===== src/hdl/lurt_pkg.sv =====
`timescale 1ns / 1ps
package lurt_pkg;

  localparam int unsigned CH_W         = 8;
  localparam int unsigned OUT_W        = 16;
  localparam int unsigned CH_VALUES    = 256;
  localparam int unsigned MAX_LEN_DEF  = 65535;
  localparam int unsigned ALPHABET_DEF = 256;

  // lookup stage control handed to the update stage
  typedef struct packed {
    logic vld;
    logic start;
  } lurt_s1_ctl_t;

endpackage


===== src/hdl/lurt_if.sv =====
`timescale 1ns / 1ps
interface lurt_in_if
  import lurt_pkg::*;
  ();
  logic            valid;
  logic            ready;
  logic [CH_W-1:0] ch;
  logic            start_req;

  modport source (output valid, output ch, output start_req, input ready);
  modport sink (input valid, input ch, input start_req, output ready);
endinterface

interface lurt_out_if
  import lurt_pkg::*;
  ();
  logic             valid;
  logic             ready;
  logic [OUT_W-1:0] run_len;
  logic [OUT_W-1:0] best_len;
  logic             overflow;

  modport source (output valid, output run_len, output best_len, output overflow,
                  input ready);
  modport sink (input valid, input run_len, input best_len, input overflow,
                output ready);
endinterface


===== src/hdl/lurt_ram.sv =====
`timescale 1ns / 1ps
module lurt_ram #(
  parameter int unsigned WIDTH = 16,
  parameter int unsigned DEPTH = 256,
  localparam int unsigned AW   = (DEPTH > 1) ? $clog2(DEPTH) : 1
) (
  input  logic             clk,
  input  logic             we,
  input  logic [AW-1:0]    waddr,
  input  logic [WIDTH-1:0] wdata,
  input  logic             re,
  input  logic [AW-1:0]    raddr,
  output logic [WIDTH-1:0] rdata
);

  logic [WIDTH-1:0] mem [DEPTH];
  logic [WIDTH-1:0] rdata_r;

  always_ff @(posedge clk) begin
    if (we) begin
      mem[waddr] <= wdata;
    end
    if (re) begin
      rdata_r <= mem[raddr];
    end
  end

  assign rdata = rdata_r;

endmodule


===== src/hdl/lurt_core.sv =====
`timescale 1ns / 1ps
module lurt_core
  import lurt_pkg::*;
#(
  parameter int unsigned MAX_LEN  = MAX_LEN_DEF,
  parameter int unsigned ALPHABET = ALPHABET_DEF,
  localparam int unsigned POS_W   = $clog2(MAX_LEN + 1),
  localparam int unsigned AW      = $clog2(ALPHABET)
) (
  input  logic              clk,
  input  logic              rst_n,
  input  lurt_s1_ctl_t      s1_ctl,
  input  logic [AW-1:0]     s1_addr,
  input  logic [POS_W-1:0]  ram_rdata,
  output logic              adv,
  output logic              ram_we,
  output logic [AW-1:0]     ram_waddr,
  output logic [POS_W-1:0]  ram_wdata,
  output logic              out_valid,
  input  logic              out_ready,
  output logic [OUT_W-1:0]  run_len,
  output logic [OUT_W-1:0]  best_len,
  output logic              overflow
);

  logic [POS_W-1:0]    pos_r, head_r, run_r, best_r;
  logic [POS_W-1:0]    pos_nxt, head_nxt, run_nxt, best_nxt;
  logic                ovf_r, ovf_nxt;
  logic [ALPHABET-1:0] seen_r, seen_nxt;
  logic                fwd_vld_r;
  logic [AW-1:0]       fwd_addr_r;
  logic [POS_W-1:0]    fwd_data_r;
  logic                out_vld_r;
  logic [OUT_W-1:0]    run_out_r, best_out_r;
  logic                ovf_out_r;
  logic [OUT_W-1:0]    run_sat, best_sat;

  logic [POS_W-1:0]    pos_c, head_c, run_c, best_c, last_pos;
  logic                full, hit;

  assign adv = s1_ctl.vld && (!out_vld_r || out_ready);

  always_comb begin
    pos_c    = s1_ctl.start ? '0 : pos_r;
    head_c   = s1_ctl.start ? '0 : head_r;
    run_c    = s1_ctl.start ? '0 : run_r;
    best_c   = s1_ctl.start ? '0 : best_r;
    ovf_nxt  = s1_ctl.start ? 1'b0 : ovf_r;
    seen_nxt = s1_ctl.start ? '0 : seen_r;
    // write of the previous transaction lands on the same edge as this read
    last_pos = (fwd_vld_r && fwd_addr_r == s1_addr) ? fwd_data_r : ram_rdata;
    full     = pos_c >= POS_W'(MAX_LEN);
    hit      = seen_nxt[s1_addr] && (last_pos >= head_c);
    pos_nxt  = pos_c;
    head_nxt = head_c;
    run_nxt  = run_c;
    best_nxt = best_c;
    if (full) begin
      ovf_nxt = 1'b1;
    end else begin
      if (hit) begin
        run_nxt  = pos_c - last_pos;
        head_nxt = last_pos + POS_W'(1);
      end else begin
        run_nxt = run_c + POS_W'(1);
      end
      if (run_nxt > best_c) begin
        best_nxt = run_nxt;
      end
      seen_nxt[s1_addr] = 1'b1;
      pos_nxt = pos_c + POS_W'(1);
    end
  end

  assign ram_we    = adv && !full;
  assign ram_waddr = s1_addr;
  assign ram_wdata = pos_c;

  generate
    if (POS_W > OUT_W) begin : g_sat
      assign run_sat  = (|run_nxt[POS_W-1:OUT_W]) ? '1 : run_nxt[OUT_W-1:0];
      assign best_sat = (|best_nxt[POS_W-1:OUT_W]) ? '1 : best_nxt[OUT_W-1:0];
    end else begin : g_nosat
      assign run_sat  = OUT_W'(run_nxt);
      assign best_sat = OUT_W'(best_nxt);
    end
  endgenerate

  always_ff @(posedge clk) begin
    if (!rst_n) begin
      pos_r     <= '0;
      head_r    <= '0;
      run_r     <= '0;
      best_r    <= '0;
      ovf_r     <= 1'b0;
      seen_r    <= '0;
      fwd_vld_r <= 1'b0;
      out_vld_r <= 1'b0;
    end else begin
      if (adv) begin
        pos_r     <= pos_nxt;
        head_r    <= head_nxt;
        run_r     <= run_nxt;
        best_r    <= best_nxt;
        ovf_r     <= ovf_nxt;
        seen_r    <= seen_nxt;
        out_vld_r <= 1'b1;
      end else if (out_ready) begin
        out_vld_r <= 1'b0;
      end
      if (ram_we) begin
        fwd_vld_r <= 1'b1;
      end
    end
  end

  always_ff @(posedge clk) begin
    if (ram_we) begin
      fwd_addr_r <= s1_addr;
      fwd_data_r <= pos_c;
    end
    if (adv) begin
      run_out_r  <= run_sat;
      best_out_r <= best_sat;
      ovf_out_r  <= ovf_nxt;
    end
  end

  assign out_valid = out_vld_r;
  assign run_len   = run_out_r;
  assign best_len  = best_out_r;
  assign overflow  = ovf_out_r;

endmodule


===== src/hdl/longest_unique_run_tracker.sv =====
`timescale 1ns / 1ps
// channel   | dir | payload                         | handshake
// in_chan   | in  | ch[7:0], start_req              | valid/ready
// out_chan  | out | run_len[15:0], best_len[15:0],  | valid/ready
//           |     | overflow                        |
// one transaction per cycle sustained while out_chan is not stalled; the ram read
// issues on the accepting edge and the update stage registers the result to out_chan
// a ram write on the same edge as the next read is forwarded from a register
// synchronous reset clears the counters and the seen bits; the ram needs no clearing
// an output stall holds the update stage and, with that stage full, the input
module longest_unique_run_tracker
  import lurt_pkg::*;
#(
  parameter int unsigned MAX_LEN  = MAX_LEN_DEF,
  parameter int unsigned ALPHABET = ALPHABET_DEF
) (
  input  logic        clk,
  input  logic        rst_n,
  lurt_in_if.sink     in_chan,
  lurt_out_if.source  out_chan
);

  localparam int unsigned POS_W = $clog2(MAX_LEN + 1);
  localparam int unsigned AW    = $clog2(ALPHABET);

  logic [AW-1:0]    fold_tbl [CH_VALUES];
  logic             s1_vld_r, s1_start_r;
  logic [AW-1:0]    s1_addr_r;
  lurt_s1_ctl_t     s1_ctl;
  logic             accept, adv, in_ready;
  logic             ram_we;
  logic [AW-1:0]    ram_waddr;
  logic [POS_W-1:0] ram_wdata, ram_rdata;

  // character folded into the alphabet
  generate
    for (genvar g = 0; g < CH_VALUES; g++) begin : g_fold
      assign fold_tbl[g] = AW'(g % ALPHABET);
    end
  endgenerate

  assign in_ready      = rst_n && (!s1_vld_r || adv);
  assign in_chan.ready = in_ready;
  assign accept        = in_chan.valid && in_ready;

  always_ff @(posedge clk) begin
    if (!rst_n) begin
      s1_vld_r <= 1'b0;
    end else if (accept) begin
      s1_vld_r <= 1'b1;
    end else if (adv) begin
      s1_vld_r <= 1'b0;
    end
  end

  always_ff @(posedge clk) begin
    if (accept) begin
      s1_addr_r  <= fold_tbl[in_chan.ch];
      s1_start_r <= in_chan.start_req;
    end
  end

  assign s1_ctl.vld   = s1_vld_r;
  assign s1_ctl.start = s1_start_r;

  lurt_ram #(
    .WIDTH (POS_W),
    .DEPTH (ALPHABET)
  ) u_last_pos (
    .clk   (clk),
    .we    (ram_we),
    .waddr (ram_waddr),
    .wdata (ram_wdata),
    .re    (accept),
    .raddr (fold_tbl[in_chan.ch]),
    .rdata (ram_rdata)
  );

  lurt_core #(
    .MAX_LEN  (MAX_LEN),
    .ALPHABET (ALPHABET)
  ) u_core (
    .clk       (clk),
    .rst_n     (rst_n),
    .s1_ctl    (s1_ctl),
    .s1_addr   (s1_addr_r),
    .ram_rdata (ram_rdata),
    .adv       (adv),
    .ram_we    (ram_we),
    .ram_waddr (ram_waddr),
    .ram_wdata (ram_wdata),
    .out_valid (out_chan.valid),
    .out_ready (out_chan.ready),
    .run_len   (out_chan.run_len),
    .best_len  (out_chan.best_len),
    .overflow  (out_chan.overflow)
  );

endmodule

===== src/flat_wrapper.sv =====
// flat-port wrapper written by rule: the top's interface ports become plain ports
module longest_unique_run_tracker_flat import lurt_pkg::*;
#(
  parameter int unsigned MAX_LEN  = MAX_LEN_DEF,
  parameter int unsigned ALPHABET = ALPHABET_DEF
)
  (clk, rst_n, in_chan_valid, in_chan_ch, in_chan_start_req, in_chan_ready, out_chan_valid, out_chan_run_len, out_chan_best_len, out_chan_overflow, out_chan_ready);
  lurt_in_if in_chan_i ();
  lurt_out_if out_chan_i ();
  input  logic clk;
  input  logic rst_n;
  input wire logic [$bits(in_chan_i.valid)-1:0] in_chan_valid;
  input wire logic [$bits(in_chan_i.ch)-1:0] in_chan_ch;
  input wire logic [$bits(in_chan_i.start_req)-1:0] in_chan_start_req;
  output wire logic [$bits(in_chan_i.ready)-1:0] in_chan_ready;
  output wire logic [$bits(out_chan_i.valid)-1:0] out_chan_valid;
  output wire logic [$bits(out_chan_i.run_len)-1:0] out_chan_run_len;
  output wire logic [$bits(out_chan_i.best_len)-1:0] out_chan_best_len;
  output wire logic [$bits(out_chan_i.overflow)-1:0] out_chan_overflow;
  input wire logic [$bits(out_chan_i.ready)-1:0] out_chan_ready;
  assign in_chan_i.valid = in_chan_valid;
  assign in_chan_i.ch = in_chan_ch;
  assign in_chan_i.start_req = in_chan_start_req;
  assign in_chan_ready = in_chan_i.ready;
  assign out_chan_valid = out_chan_i.valid;
  assign out_chan_run_len = out_chan_i.run_len;
  assign out_chan_best_len = out_chan_i.best_len;
  assign out_chan_overflow = out_chan_i.overflow;
  assign out_chan_i.ready = out_chan_ready;
  longest_unique_run_tracker #(.MAX_LEN(MAX_LEN), .ALPHABET(ALPHABET)) u_core (.clk(clk), .rst_n(rst_n), .in_chan(in_chan_i), .out_chan(out_chan_i));
endmodule

===== config.mk =====
export PLATFORM = sky130hd
export DESIGN_NAME = longest_unique_run_tracker_flat
export DESIGN_NICKNAME = d
export VERILOG_FILES = /design/src/hdl/lurt_pkg.sv /design/src/hdl/lurt_if.sv /design/src/hdl/lurt_ram.sv /design/src/hdl/lurt_core.sv /design/src/hdl/longest_unique_run_tracker.sv /design/src/flat_wrapper.sv
export SDC_FILE = /design/constraint.sdc
export NUM_CORES = 2
export LEC_CHECK = 0
export BUFFER_PORTS_ARGS = -buffer_cell sky130_fd_sc_hd__buf_2
export CORE_ASPECT_RATIO = 1.2
export CORE_MARGIN = 1.5
export CORE_UTILIZATION = 40
export CTS_CLUSTER_SIZE = 28
export DETAILED_ROUTE_END_ITERATION = 12
export PLACE_DENSITY = 0.63
export SYNTH_ARGS = -nofsm -noshare
export SYNTH_HDL_FRONTEND = slang
export SYNTH_HIERARCHICAL = 1
export SYNTH_SLANG_ARGS = --single-unit

===== constraint.sdc =====
create_clock -name clk -period 14.74 [get_ports clk]
set_input_delay 0.737 -clock clk [delete_from_list [all_inputs] [get_ports clk]]
set_output_delay 0.737 -clock clk [all_outputs]
set_load 0.05 [all_outputs]

# --- After elaboration in Yosys (flattened, before gate mapping) ---
# Memory sizes are Yosys's and may differ from the RTL's. A register that Yosys moved wholly into a read port is not among the register bits.
# Cells that the tools add are included.
word_totals:
  register_bits: 390
  mem_bits_rw: 4096
  rom_bits: 2048
  elab_cells: 74
  n_memories: 2
classes:
  add_sub_neg: 4
  order_cmp: 6
  eq_ne: 1
  muxes: 29
  n_bitwise: 2
  n_reduce_logical: 14
memory_table:
  columns: ["name", "words", "width", "read_ports", "rd_ports_with_merged_regs", "wr", "line_no", "source"]
  rows:
  - ["u_core.u_last_pos.mem", 256, 16, 1, 1, 1, "lurt_ram.sv:16", "logic [WIDTH-1:0] mem [DEPTH];"]
  - ["(no name shown)", 256, 8, 1, 0, 0, "longest_unique_run_tracker.sv:58", "s1_addr_r <= fold_tbl[in_chan.ch];"]
op_table:
  columns: ["cell", "n"]
  rows:
  - ["$mux W256", 2]
  - ["$or A256 B256 Y256", 1]
  - ["$mux W16", 13]
  - ["$add A16 B1 Y16 const B", 3]
  - ["$ge A16 B16 Y1", 1]
  - ["$ge A16 B16 Y1 const B", 1]
  - ["$gt A16 B16 Y1", 1]
  - ["$mux W8", 2]
  - ["$sub A16 B16 Y16", 1]
  - ["$mux W1", 10]
  - ["$ge A9 B9 Y1 const B", 1]
  - ["$lt A8 B9 Y1 const B", 1]
  - ["$not A8 Y9", 1]
  - ["$bmux W1 S8", 1]
  - ["$demux W1 S8", 1]
  - ["$eq A8 B8 Y1", 1]
  - ["$ge A8 B1 Y1 const B", 1]
  - ["$logic_and A1 B1 Y1", 7]
  - ["$reduce_bool A2 Y1", 2]
  - ["$logic_not A1 Y1", 3]
  - ["$logic_or A1 B1 Y1", 2]

# --- Depth between registers and ports, before layout ---
logic_depth:
  word_depth: 10
  depth_mapped: 32
  ltp_nobuf: 25

# --- Hierarchy ---
# Netlist, hierarchy kept.
modules_own_cells:
  columns: ["module", "instances", "cells_each", "area_per_inst_um2", "seq_area_each_um2"]
  rows:
  - ["lurt_ram", 1, 7360, 158874.9, 123478.4]
  - ["lurt_core", 1, 1973, 18850.6, 8177.8]
  - ["longest_unique_run_tracker", 1, 15, 327.8, 290.3]

# --- Least setup slack after synthesis ---
# Ideal clock, no wire load.
synth_path:
  kind: "reg2reg"
  from: "reg u_core.s1_start_r"
  to: "reg u_core.u_core.best_out_r[0], in the netlist u_core/u_core/best_len[0], data pin"
  setup_time_ps: 266
  arrival_time_ps: 12098
  required_time_ps: 14474
  setup_slack_ps: 2376
  path_stages_with_launch: 27
  cell_sequence: "edfxtp_1 > clkbuf_1 > clkbuf_1 > clkbuf_1 > clkbuf_1 > clkbuf_1 > nor2b_1 > ha_1 > o21a_1 > o31ai_1 > a21oi_1 > a21oi_1 > o21bai_1 > xor2_1 > o211ai_1 > o31a_1 > inv_1 > ha_1 > a21o_1 > a21o_1 > a21o_1 > a211oi_1 > o21ai_0 > a22oi_1 > clkbuf_1 > buf_2 > o21ai_0"
synth_between:
  word_cells_on_any_way: 17
synth_lines:
  columns: ["item", "line_no", "source"]
  rows:
  - ["start, declared", "longest_unique_run_tracker.sv:27", "logic s1_vld_r, s1_start_r;"]
  - ["start signal, assigned", "longest_unique_run_tracker.sv:59", "s1_start_r <= in_chan.start_req;"]
  - ["$mux W16 (*)", "lurt_core.sv:44", "pos_c = s1_ctl.start ? '0 : pos_r;"]
  - ["net u_core.ram_wdata[2]", "longest_unique_run_tracker.sv:33", "logic [POS_W-1:0] ram_wdata, ram_rdata;"]
  - ["$sub A16 B16 Y16", "lurt_core.sv:62", "run_nxt = pos_c - last_pos;"]
  - ["$mux W16", "lurt_core.sv:61", "if (hit) begin"]
  - ["$mux W16", "lurt_core.sv:58", "if (full) begin"]
  - ["$gt A16 B16 Y1", "lurt_core.sv:67", "if (run_nxt > best_c) begin"]
  - ["$mux W16", "lurt_core.sv:67", null]
  - ["$mux W16 (*)", "lurt_core.sv:58", null]
  - ["net u_core.u_core.best_nxt[0]", "lurt_core.sv:27", "logic [POS_W-1:0] pos_nxt, head_nxt, run_nxt, best_nxt;"]
  - ["end signal, assigned", "lurt_core.sv:124", "best_out_r <= best_sat;"]
  - ["end, declared", "lurt_core.sv:34", "logic [OUT_W-1:0] run_out_r, best_out_r;"]
# The timed path passes the listed nets; every way through them passes the cells marked *. The select of a mux whose other input is x is not followed.
# A chain may end at the register's enable or synchronous reset.

# --- Worst setup path after layout ---
layout_path:
  from: "reg u_core.s1_addr_r[1]"
  to: "reg u_core.u_core.best_r[0]"
layout_between:
  elab_chain_len: 10
  word_cells_on_any_way: 13
layout_rtl:
  columns: ["item", "line_no", "source"]
  rows:
  - ["start, declared", "longest_unique_run_tracker.sv:28", "logic [AW-1:0] s1_addr_r;"]
  - ["$eq A8 B8 Y1", "lurt_core.sv:51", "last_pos = (fwd_vld_r && fwd_addr_r == s1_addr) ? fwd_data_r : ram_rdata;"]
  - ["$logic_and A1 B1 Y1", "lurt_core.sv:51", null]
  - ["$mux W16", "lurt_core.sv:51", null]
  - ["$ge A16 B16 Y1", "lurt_core.sv:53", "hit = seen_nxt[s1_addr] && (last_pos >= head_c);"]
  - ["$logic_and A1 B1 Y1", "lurt_core.sv:53", null]
  - ["$mux W16 (*)", "lurt_core.sv:61", null]
  - ["$mux W16 (*)", "lurt_core.sv:58", null]
  - ["$gt A16 B16 Y1", "lurt_core.sv:67", null]
  - ["$mux W16 (*)", "lurt_core.sv:67", null]
  - ["$mux W16 (*)", "lurt_core.sv:58", null]
  - ["end signal, assigned", "lurt_core.sv:104", "best_r <= best_nxt;"]
  - ["end, declared", "lurt_core.sv:26", "logic [POS_W-1:0] pos_r, head_r, run_r, best_r;"]
# Every way passes the cells marked *; elsewhere a longest branch is shown, timed or not. The select of a mux whose other input is x is not followed.

==> flow_summary.yaml <==
grt:
  antenna_found_initial: 25
  grt_use_total_pct: 21.0
  grt_first_pass_wirelength_mm: 685
  grt_pass1_vias: 93655
  gr-total-overflow: 0
  grt_max_degree: 175
logic_synthesis:
  ys_warn_count: 6
  post_synth_num_cell_types: 98
  synth_edf_count: 4178
  synth.most_common_cell: "edfxtp_1"
  syn-num-nets: 9411
  ys_async_sr_fraction_pct: 0
  yosysSeqAreaShare_pct: 74.1
  yosysTopAreaCell: "edfxtp_1"
  synth_area_per_cell_um2: 19.0
  synth_area_mm2: 0.178
  synth.top_cells.by_area: "edfxtp_1 (70%), mux4_2 (11%), dfxtp_1 (3.6%)"
  ys_top_cells_by_count: "edfxtp_1 (4178), mux4_2 (839), nor2_1 (645)"
  synth_ff_type: "edfxtp_1"
  synth_top_area_share_pct: 70.5
  ys_ff_latch: 4502
  synthCells: 9348
clocking:
  cts_tree: "yes"
  cts-buffers-inserted: 421
  clock_path_buffers: 4
  htreeDepth: 5
  cts.clk_slew.worst_paths_ns: 0.06
  cts-root-buf: "clkbuf_16"
  ctsResizeCount: 0
  worstSkewPairLatency_ns: 0.98
  cts.sinks: 4502
cells_and_area:
  area_growth_pct: 12.2
  drive_gt1_share_pct: 21.4
  final_area_mm2: 0.200
  nets: 9693
  fillers: 37038
timing:
  max_freq_ghz: 0.118
  grt_setup_unrepaired: "false"
  fin_setup_tns_ns: 0
  final-setup-viol-count: 0
  fin_crit_sh_pct: 57.7
  finalHoldViolCount: 0
  fin_worst_skew_ns: 0.0763
  period_minus_slack_ns: 8.50
  slew_violations: 0
  worstMarginPinSlew_ns: 1.37
  relSlewSlack_pct: 8.26
worst_setup_path:
  worstSetupEndpointType: "flip-flop"
  critical_path_required_ns: 15.61
  crit_end: "u_core/u_core/best_r[0]$_SDFFE_PN0P_"
  worstSetupPathType: "flip-flop to flip-flop"
  r2r_slack_ns: 6.24
  crit_buf_inv: 5
  r2r_end: "u_core/u_core/best_r[0]$_SDFFE_PN0P_"
  r2r_start: "u_core/s1_addr_r[1]$_DFFE_PP_"
  crit_cells: 25
  path_common_cell: "buf_4"
  slowest_delay_ns: 0.73
  crit_path_max_fanout: 62
  cp-startpoint: "u_core/s1_addr_r[1]$_DFFE_PP_"
  cp_top_family: "compound AO/OA/AOI/OAI gates"
  cp_slowest_cell: "buf_4"
  reg2reg_depth: 25
  cp.arrival_ns: 9.37
  start_kind: "flip-flop"
place:
  place_congestion: 0.873
  postPlaceCellArea_mm2: 0.186
  hpwl_mm: 288
  portBuffers: 47
die:
  pin_count: 48
  die_h_um: 734
  start_util_pct: 40.1
  coreArea_mm2: 0.444
  die_width_um: 612
  rows: 268
  die_area_mm2: 0.449
power_and_ir_drop:
  p_leak_nw: 57.5
  peakVddDrop_mv: 0.104
  powerDensity_mw_per_mm2: 127
route:
  wl_per_cell_um: 30.3
  drt_wl_total_mm: 483
  drt_iter0_drc: 11580
  first_pass_iters: 7
  via_per_inst: 5.93
  num_vias: 94466
  antenna_left: 0
  drc_errors: 0
min_path:
  hold_path.class: "primary input to flip-flop"
run:
  maxCapViolCount: 0
status:
  status: "finished clean"
-- layout by cell type, fill, tap and decap left out, types with 34 or more instances in the layout --
cell type	instances
a21oi_1	207
ha_1	49
nor2_1	592
mux2_2	100
nand4_1	51
nor2_2	53
nand3_1	57
a22oi_1	305
buf_4	416
o22ai_1	150
nand2b_1	48
a221oi_1	34
nor3_1	114
clkbuf_1	87
a22o_1	37
mux4_2	839
o221ai_1	253
mux2i_1	636
edfxtp_1	4178
clkinv_1	95
nand2_1	113
inv_1	41
o21ai_0	71
buf_2	42
clkinv_2	65
xnor2_1	49
dfxtp_1	324
and3_1	34
clkbuf_16	427
bufinv_16	37
-- area by class of cell --
class                      count  area, um2  area share [%]
antenna                       25       62.6          0.0313
clock buffer                 518      11100            5.54
clock inverter               244       2380            1.19
inverter                      49        220           0.110
multi-input combinational   4176      42900            21.5
sequential                  4502     132000            66.1
tap                         5940       7430            3.72
timing repair buffer         480       3730            1.87
-- power breakdown --
| group | switching [mW] | internal, mW |
|---|---|---|
| clock network | 4.74 | 5.99 |
| registers | 0.0167 | 13.8 |
| logic | 0.642 | 0.282 |
-- per-stage QoR --
stage / utilization [%] / std cells / hold slack, ns / setup slack, ns / total power, mW
2_1_floorplan: - / 9348 / 0.429 / 2.38 / 14.7
3_3_place_gp: 42.0 / 15144 / 0.440 / 6.20 / 15.0
3_5_place_dp: 42.0 / 15144 / 0.447 / 6.25 / 15.0
4_1_cts: 45.0 / 15908 / 0.0216 / 6.25 / 25.6
5_1_grt: 45.0 / 15922 / 0.0963 / 5.66 / 26.1
6_report: 45.0 / 15934 / 0.101 / 6.24 / 25.5
-- metal layers --
layer  routed length, um  global-route usage (%)
met4               24700                    9.86
met3               34700                    2.82
met1              185000                    27.3
met5                   7                       0
met2              239000                    35.0
-- worst min-delay path, delay by kind of cell --
family | cells | cell delay (ns)
AOI/OAI and AO/OA | 1 | 0.07
and+or+nand+nor | 1 | 0.10
buffers and inverters | 1 | 0.07
-- registers in the layout (all words and copies together) (netlist names) --
signal                    flops
u_core/u_core/fwd_data_r     16
u_core/s1_vld_r               1
u_core/u_core/head_r         16
u_core/u_core/best_len       16
u_core/u_last_pos/mem      4096
u_core/s1_start_r             1
u_core/s1_addr_r              8
u_core/u_core/best_r         16
u_core/u_core/fwd_addr_r      8
u_core/u_core/seen_r        256
u_core/u_core/overflow        1
u_core/u_core/run_r          16
u_core/u_core/run_len        16
u_core/u_core/fwd_vld_r       1
u_core/u_core/ovf_r           1
u_core/u_last_pos/rdata      16
u_core/u_core/out_valid       1
u_core/u_core/pos_r          16
-- how the worst min path moves through the flow --
stage,depth (start not counted),from,endpoint,slack (ns)
detailed placement,1,u_core/u_core/best_r[12]$_SDFFE_PN0P_,u_core/u_core/best_r[12]$_SDFFE_PN0P_,0.45
finish,3,out_chan_ready,u_core/u_core/out_valid$_SDFFE_PN0P_,0.10
CTS,3,out_chan_ready,u_core/u_core/out_valid$_SDFFE_PN0P_,0.02
global placement,1,u_core/u_core/best_r[0]$_SDFFE_PN0P_,u_core/u_core/best_r[0]$_SDFFE_PN0P_,0.44
floorplan,1,u_core/u_core/best_r[0]$_SDFFE_PN0P_,u_core/u_core/best_r[0]$_SDFFE_PN0P_,0.43
global route,3,out_chan_ready,u_core/u_core/out_valid$_SDFFE_PN0P_,0.1
-- repair_timing --
item	4_1_cts	5_1_grt
buffers inserted	0	0
setup endpoints to repair	0	0
endpoints found under the hold margin	2	0
hold buffers	2	0
-- logic make-up after synthesis --
| kind of cell | share of synthesized area, % |
|---|---|
| compound gates | 5.15 |
| xor+xnor | 0.290 |
| fa+ha+maj | 0.356 |
| buf+inv | 2.05 |
| flops | 74.1 |
| mux | 14.9 |
| simple gates | 3.15 |
Note: power is estimated with default switching activity, not from simulation.
